## config.mk

```make
export PLATFORM = sky130hd
export DESIGN_NAME = rcop_cell
export DESIGN_NICKNAME = d
export VERILOG_FILES = /design/src/sv/refcount_compacting_object_pool_core_macros.svh /design/src/sv/rcop_pkg.sv /design/src/sv/rcop_cell.sv
export SDC_FILE = /design/constraint.sdc
export NUM_CORES = 1
export LEC_CHECK = 0
export ABC_AREA = 1
export BUFFER_PORTS_ARGS = -buffer_cell sky130_fd_sc_hd__clkbuf_2
export CAP_MARGIN = 20
export CORE_AREA = 3 3 156 158
export CTS_CLUSTER_SIZE = 40
export DETAILED_ROUTE_END_ITERATION = 10
export DIE_AREA = 0 0 159 161
export SLEW_MARGIN = 15
export SYNTH_ARGS = -nofsm -noshare
export SYNTH_HDL_FRONTEND = slang
export SYNTH_SLANG_ARGS = --single-unit
```

## constraint.sdc

```tcl
create_clock -name i_clk -period 7.8 [get_ports i_clk]
set_input_delay 0.78 -clock i_clk [delete_from_list [all_inputs] [get_ports i_clk]]
set_output_delay 0.78 -clock i_clk [all_outputs]
set_load 0.03 [all_outputs]
```

## src/sv/refcount_compacting_object_pool_core_macros.svh

```systemverilog
// ----------------------------------------------------------------------------
// Assertion macros for the object pool core
// Shared helpers for concurrent checks on the rising clock edge.
// ----------------------------------------------------------------------------
`ifndef REFCOUNT_COMPACTING_OBJECT_POOL_CORE_MACROS_SVH
`define REFCOUNT_COMPACTING_OBJECT_POOL_CORE_MACROS_SVH
`ifndef SYNTHESIS
`define RCOP_ASSERT_SAME(lbl, ante, cons, msg) \
    lbl: assert property (@(posedge i_clk) disable iff (!i_rst_n) (ante) |-> (cons)) \
        else $error(msg);
`define RCOP_ASSERT_NEXT(lbl, ante, cons, msg) \
    lbl: assert property (@(posedge i_clk) disable iff (!i_rst_n) (ante) |=> (cons)) \
        else $error(msg);
`else
`define RCOP_ASSERT_SAME(lbl, ante, cons, msg)
`define RCOP_ASSERT_NEXT(lbl, ante, cons, msg)
`endif
`endif

```

## src/sv/rcop_pkg.sv

```systemverilog
// ----------------------------------------------------------------------------
// Object pool package
// Sizes, codes and shared types of the object pool core.
// ----------------------------------------------------------------------------
package rcop_pkg;
    localparam int POOL_BYTES  = 65536;
    localparam int MAX_OBJECTS = 64;
    localparam int IDX_W       = $clog2(MAX_OBJECTS);
    localparam int CNT_W       = IDX_W + 1;

    localparam logic [1:0] K_INSERT   = 2'd0;
    localparam logic [1:0] K_RETRIEVE = 2'd1;
    localparam logic [1:0] K_ADD      = 2'd2;
    localparam logic [1:0] K_DROP     = 2'd3;

    localparam logic [1:0] ST_OK       = 2'd0;
    localparam logic [1:0] ST_NOSPACE  = 2'd1;
    localparam logic [1:0] ST_NOTFOUND = 2'd2;
    localparam logic [1:0] ST_FULL     = 2'd3;

    typedef struct packed {
        logic [31:0] handle;
        logic [15:0] len;
        logic [15:0] off;
        logic [31:0] refs;
        logic        live;
    } t_entry;

    typedef enum logic [1:0] {
        CELL_HOLD,
        CELL_ROT,
        CELL_SWAP,
        CELL_WRITE
    } t_cell_op;

    typedef struct packed {
        t_cell_op         op;
        logic             parity;
        logic [IDX_W-1:0] wr_idx;
        t_entry           wr_entry;
    } t_cell_ctl;

    typedef enum logic [2:0] {
        S_IDLE,
        S_INS,
        S_LOOK,
        S_PACK,
        S_SQZ,
        S_DONE
    } t_state;
endpackage

```

## src/sv/rcop_cell.sv

```systemverilog
// ----------------------------------------------------------------------------
// Object pool table cell
// Holds one table entry; rotates, swaps with a neighbour or is written.
// ----------------------------------------------------------------------------
module rcop_cell (
    input  logic                        i_clk,
    input  logic [rcop_pkg::IDX_W-1:0]  i_index,
    input  rcop_pkg::t_cell_ctl         i_ctl,
    input  rcop_pkg::t_entry            i_below,
    input  rcop_pkg::t_entry            i_above,
    output rcop_pkg::t_entry            o_entry
);
    import rcop_pkg::*;

    t_entry r_entry;
    t_entry n_entry;
    logic   lower;
    logic   swap;

    always_comb begin
        lower = (i_index[0] == i_ctl.parity);
        if (lower) begin
            swap = !r_entry.live && i_above.live;
        end else begin
            swap = !i_below.live && r_entry.live;
        end
        n_entry = r_entry;
        case (i_ctl.op)
            CELL_ROT: begin
                n_entry = i_below;
            end
            CELL_SWAP: begin
                if (swap) begin
                    n_entry = lower ? i_above : i_below;
                end
            end
            CELL_WRITE: begin
                if (i_ctl.wr_idx == i_index) begin
                    n_entry = i_ctl.wr_entry;
                end
            end
            default: begin
                n_entry = r_entry;
            end
        endcase
    end

    always_ff @(posedge i_clk) begin
        r_entry <= n_entry;
    end

    assign o_entry = r_entry;
endmodule
```

==> results.cfg, run 1 <==
[critical_path]
worstSetupStartpointType = input port
cpMaxStageDelayCell = buf_4
cp.arrival_ns = 3.35
crit_type = in2reg
crit_buf_inv = 3
required_ns = 7.77
cp_top_family = buffers and inverters
cp_cell_sequence = clkbuf_2 -> ha_4 -> buf_4 -> o21ai_0 -> nor2_1 -> nand3_1 -> a21oi_4 -> buf_4
worstReg2RegStart = o_entry[0]
critPathMaxFanout = 54
cp_common_cell = buf_4
critPathLaunch = i_ctl[105]
cp-end-kind = flip-flop
cpPeakStageDelay_ns = 0.62

[timing]
fin_tns_setup_ns = 0
worst_pin_slew_ns = 1.096
holdWs_ns = 0.7461
grt_setup_unrepaired = false
slew_viol_final = 0
setup_viol = 0
fin_ws_ns = 4.420
fmax_ghz = 0.2958
hold_viol_final = 0
fin_skew_ns = 0.007957
period_share = 0.4334
period_minus_slack_ns = 3.380
slew_headroom = 0.2675

[cells_and_area]
design_area_um2 = 8060
fin_util = 0.3465
final_cells = 1274
layout-drive-gt1-share = 0.4723
fillerInstances = 2486
area_growth_pct = 45.29
antenna-diode-count = 0
nNetsFinal = 1260
largest_register_ff_count = 97

[clock_tree]
cts_hold_buf = 0
cts-root-buf = clkbuf_16
cts_tree = done
clock_sinks = 97
max-clock-path-buffers = 2
htreeDepth = 3
clk-insertion-delay-late_ns = 0.34
cts_buffers = 9
path_clk_slew_ns = 0.07
ctsResizeCount = 0
post_cts.repair.setup_buffers = 0

[drt]
dr.pass1.iters = 5
routed_via_density = 4.824
wl_per_cell_um = 17.17
antenna_violating_nets_post_route = 0
drt_iter0_drc = 496
drc = 0
routed_wl_um = 21880
num_vias = 6146

[pwr]
ir_drop_mv = 0.08227
power_leakage_nw = 3.576
powerDensity_nw_per_um2 = 188.3
fin_total_pwr_mw = 1.518

[global_routing]
grt_max_degree = 58
grt_first_pass_wirelength_um = 32800
grt_usage = 0.1597
grt_antenna_before_repair = 0
overflow = 0
grt_pass1_vias = 6029

[floorplanning]
die_h_um = 161
start_util = 0.2385
row_count = 56
die_w_um = 159
design.core.area_um2 = 23260
die_area_um2 = 25600
pin_count = 404

[place]
dp_cells = 1259
post-place-ws_ns = 4.097
dp_hpwl_um = 16310
placedInstanceArea_um2 = 7774
io_buffers = 403
gp_congestion = 0.8383

[synthesis]
synth-edff-count = 97
yosys_register_bits = 97
synth.distinct_cells = 22
synthFlopType = edfxtp_1
synthCells = 582
synthArstFlopShare = 0
yosysTopAreaCellShare = 0.5250
yosysTopAreaCell = edfxtp_1
synth.most_common_cell = o21ai_0
synth_warnings = 0
netlist_area_um2 = 5548
ys_top_cells_by_area = edfxtp_1 53%, a22oi_1 13%, o21ai_0 12%, nor2_1 7.0%, o21ai_1 4.1%
syn_nets = 891
synth-seq-area-share = 0.5250
syn_area_per_cell_um2 = 9.532
yosys-top-cells-count = 131 x o21ai_0, 103 x nor2_1, 97 x a22oi_1, 97 x edfxtp_1, 45 x o21ai_1

[min_path]
hp-class = in2reg
worst_hold_startpoint = i_ctl[93]

[run_status]
status = finished clean

[flow_run]
drv_cap = 0
[cells by family after synthesis]
logic type,after synthesis,share of synthesized area
simple gates,124,0.08841
fa+ha+maj,2,0.004510
compound gates,294,0.3225
buf+inv,65,0.05954
flops,97,0.5250
[where the power goes]
part	total, mW	switching, mW	internal [mW]
Clock	0.448	0.201	0.247
Sequential	0.657	0.0144	0.643
Combinational	0.413	0.275	0.138
[placed cells by master (no fill, tap or decap), drive strengths merged, types with 2 or more instances in the layout]
master	n
inv	13
nand3	3
ha	2
clkbuf	413
clkinv	2
a22oi	97
clkinvlp	2
buf	7
nor2	104
edfxtp	97
nand2	15
o21ai	196
[layout make-up]
| cell class | count | area [um2] | share of cell area |
|---|---|---|---|
| clock buffers | 10 | 229.0 | 0.02841 |
| multi-input cells | 420 | 2341 | 0.2904 |
| repair buffers | 410 | 2069 | 0.2568 |
| inverters | 13 | 51.30 | 0.006364 |
| flip-flops and latches | 97 | 2913 | 0.3614 |
| clock inverters | 5 | 57.56 | 0.007141 |
| well taps | 319 | 399.1 | 0.04952 |
[path summary, 6_finish.rpt]
path	slack [ns]	cells after the start	endpoint
worst min-delay path	0.75	3	o_entry[93]
worst max-delay path	4.42	8	o_entry[56]
worst min register to register	1.30	6	o_entry[41]
worst max register to register	5.95	6	o_entry[56]
[per-layer routing]
metal  GRT usage  share of wire
met3     0.03745          0.073
met1      0.2003           0.41
met4     0.05054          0.022
met5           0              0
met2      0.2734           0.50
[tightest hold or removal path, cell delays in order]
cell	delay, ns
clkbuf_2	0.08
a22oi_1	0.06
o21ai_0	0.06
Power figures use the tool's default switching activity.
==> run 2: changes to the inputs <==
--- a/config.mk
+++ b/config.mk
@@ -8,10 +8,10 @@
 export ABC_AREA = 1
 export BUFFER_PORTS_ARGS = -buffer_cell sky130_fd_sc_hd__clkbuf_2
 export CAP_MARGIN = 20
-export CORE_AREA = 3 3 156 158
+export CORE_AREA = 3 3 155 157
 export CTS_CLUSTER_SIZE = 40
 export DETAILED_ROUTE_END_ITERATION = 10
-export DIE_AREA = 0 0 159 161
+export DIE_AREA = 0 0 158 160
 export SLEW_MARGIN = 15
 export SYNTH_ARGS = -nofsm -noshare
 export SYNTH_HDL_FRONTEND = slang
==> constraint.sdc (replaced) <==
create_clock -name i_clk -period 2.77 [get_ports i_clk]
set_input_delay 0.277 -clock i_clk [delete_from_list [all_inputs] [get_ports i_clk]]
set_output_delay 0.277 -clock i_clk [all_outputs]
set_load 0.03 [all_outputs]
==> run 2 against run 1 <==
- worst setup slack lost 3.2 ns
- clock skew shrank 0.0020 ns
- sequential power rose to 2.8 times the previous value
- largest cell class unchanged
- cell count shrank 2.4%
- register-to-register slack got worse by 4.8 ns
- final area is 0.65% higher
- largest power group unchanged
- power grew to 2.8 times the previous value
- critical path type is now reg2reg
- critical path depth down 3
- first-iteration DRC count is 18% lower
==> results.cfg, run 2 (synthesis gave the netlist of run 1 again) <==
[global_routing]
overflow = 0
grt_first_pass_wirelength_um = 32510
grt_antenna_before_repair = 0
grt_usage = 0.1632
grt_pass1_vias = 6015
grt_max_degree = 98

[critical_path]
cp-end-kind = flip-flop
required_ns = 2.78
crit_type = reg2reg
cp.arrival_ns = 1.58
cpPeakStageDelay_ns = 0.35
worstSetupStartpointType = flip-flop
critPathMaxFanout = 53
cp_cell_sequence = inv_1 -> nor3_1 -> nor2_1 -> a21oi_4 -> buf_12
cpMaxStageDelayCell = edfxtp_1

[timing]
hold_viol_final = 0
fmax_ghz = 0.6355
slew_headroom = 0.5773
setup_viol = 0
fin_ws_ns = 1.196
worst_pin_slew_ns = 0.6340
slew_viol_final = 0
period_minus_slack_ns = 1.574
grt_setup_unrepaired = false
fin_skew_ns = 0.005980
period_share = 0.5681

[pwr]
powerDensity_nw_per_um2 = 525.7
fin_total_pwr_mw = 4.265
power_leakage_nw = 3.618
ir_drop_mv = 0.2548

[cells_and_area]
multi_input_area_um2 = 2344
final_cell_mix = 403 x clkbuf_2, 131 x o21ai_0, 103 x nor2_1
largest_register_ff_count = 97
final_common_cell = clkbuf_2
regArea_um2 = 2913
fin_util = 0.3583
design_area_um2 = 8113
final_cells = 1244
nNetsFinal = 1264
layout-drive-gt1-share = 0.4745
area_growth_pct = 46.23
fillerInstances = 2346
antenna-diode-count = 0

[place]
placedInstanceArea_um2 = 7826
gp_congestion = 0.8439
io_buffers = 403
post-place-ws_ns = 0.8804
dp_cells = 1229
dp_hpwl_um = 16790

[clock_tree]
cts-root-buf = clkbuf_16
cts_buffers = 9
cts_hold_buf = 0
cts_tree = done
post_cts.repair.setup_buffers = 0
path_clk_slew_ns = 0.07
clk-insertion-delay-late_ns = 0.34
htreeDepth = 3
ctsResizeCount = 0
max-clock-path-buffers = 2
clock_sinks = 97

[drt]
antenna_violating_nets_post_route = 0
num_vias = 6150
dr.pass1.iters = 5
routed_wl_um = 21860
wl_per_cell_um = 17.57
drc = 0
drt_iter0_drc = 409
routed_via_density = 4.944

[flow_run]
drv_cap = 0

[floorplanning]
die_h_um = 160
die_w_um = 158
pin_count = 404
row_count = 55
design.core.area_um2 = 22640
die_area_um2 = 25280
start_util = 0.2450

[run_status]
status = finished clean

[min_path]
hp-class = in2reg
==> run 2: worst paths after layout <==
path | from | slack [ns] | cells past startpoint | to
min | i_ctl[27] | 0.25 | 3 | o_entry[27]
max reg2reg | o_entry[0] | 1.20 | 5 | o_entry[37]
min reg2reg | o_entry[0] | 1.17 | 6 | o_entry[83]
max | o_entry[0] | 1.20 | 5 | o_entry[37]
==> run 2: per-layer routing <==
metal	vias to the layer above	wire, um	global-route usage
li1	2934	-	-
met1	2865	8487	0.1953
met2	314	11030	0.2857
met3	37	1777	0.03848
met4	0	564	0.05475
met5	-	0	0
==> run 2: stage by stage <==
| step | hold WS [ns] | setup TNS [ns] |
|---|---|---|
| 4_1_cts | 0.2277 | 0 |
| 3_5_place_dp | 0.5954 | 0 |
| 6_report | 0.2525 | 0 |
| 2_1_floorplan | 0.4865 | -21.51 |
| 3_3_place_gp | 0.5852 | 0 |
| 5_1_grt | 0.2479 | 0 |
==> run 2: critical path, delay by kind of cell (launching register included) <==
kind	cells	cell delay, ns
AOI/OAI and AO/OA	1	0.19
DFF	1	0.35
buffers and inverters	2	0.36
and+or+nand+nor	2	0.28
==> run 2: final cells by class <==
type,count,area share
clock inverter,5,0.007094
timing repair buffer,414,0.2665
clock buffer,10,0.02822
multi-input combinational,420,0.2889
tap,285,0.04395
inverter,13,0.006323
sequential,97,0.3590
==> run 2: where the power goes <==
| group | total (mW) | switching (mW) | internal [mW] | leakage [nW] |
|---|---|---|---|---|
| Clock | 1.23 | 0.535 | 0.694 | 0.132 |
| Sequential | 1.85 | 0.0406 | 1.81 | 0.925 |
| Combinational | 1.19 | 0.777 | 0.408 | 2.56 |
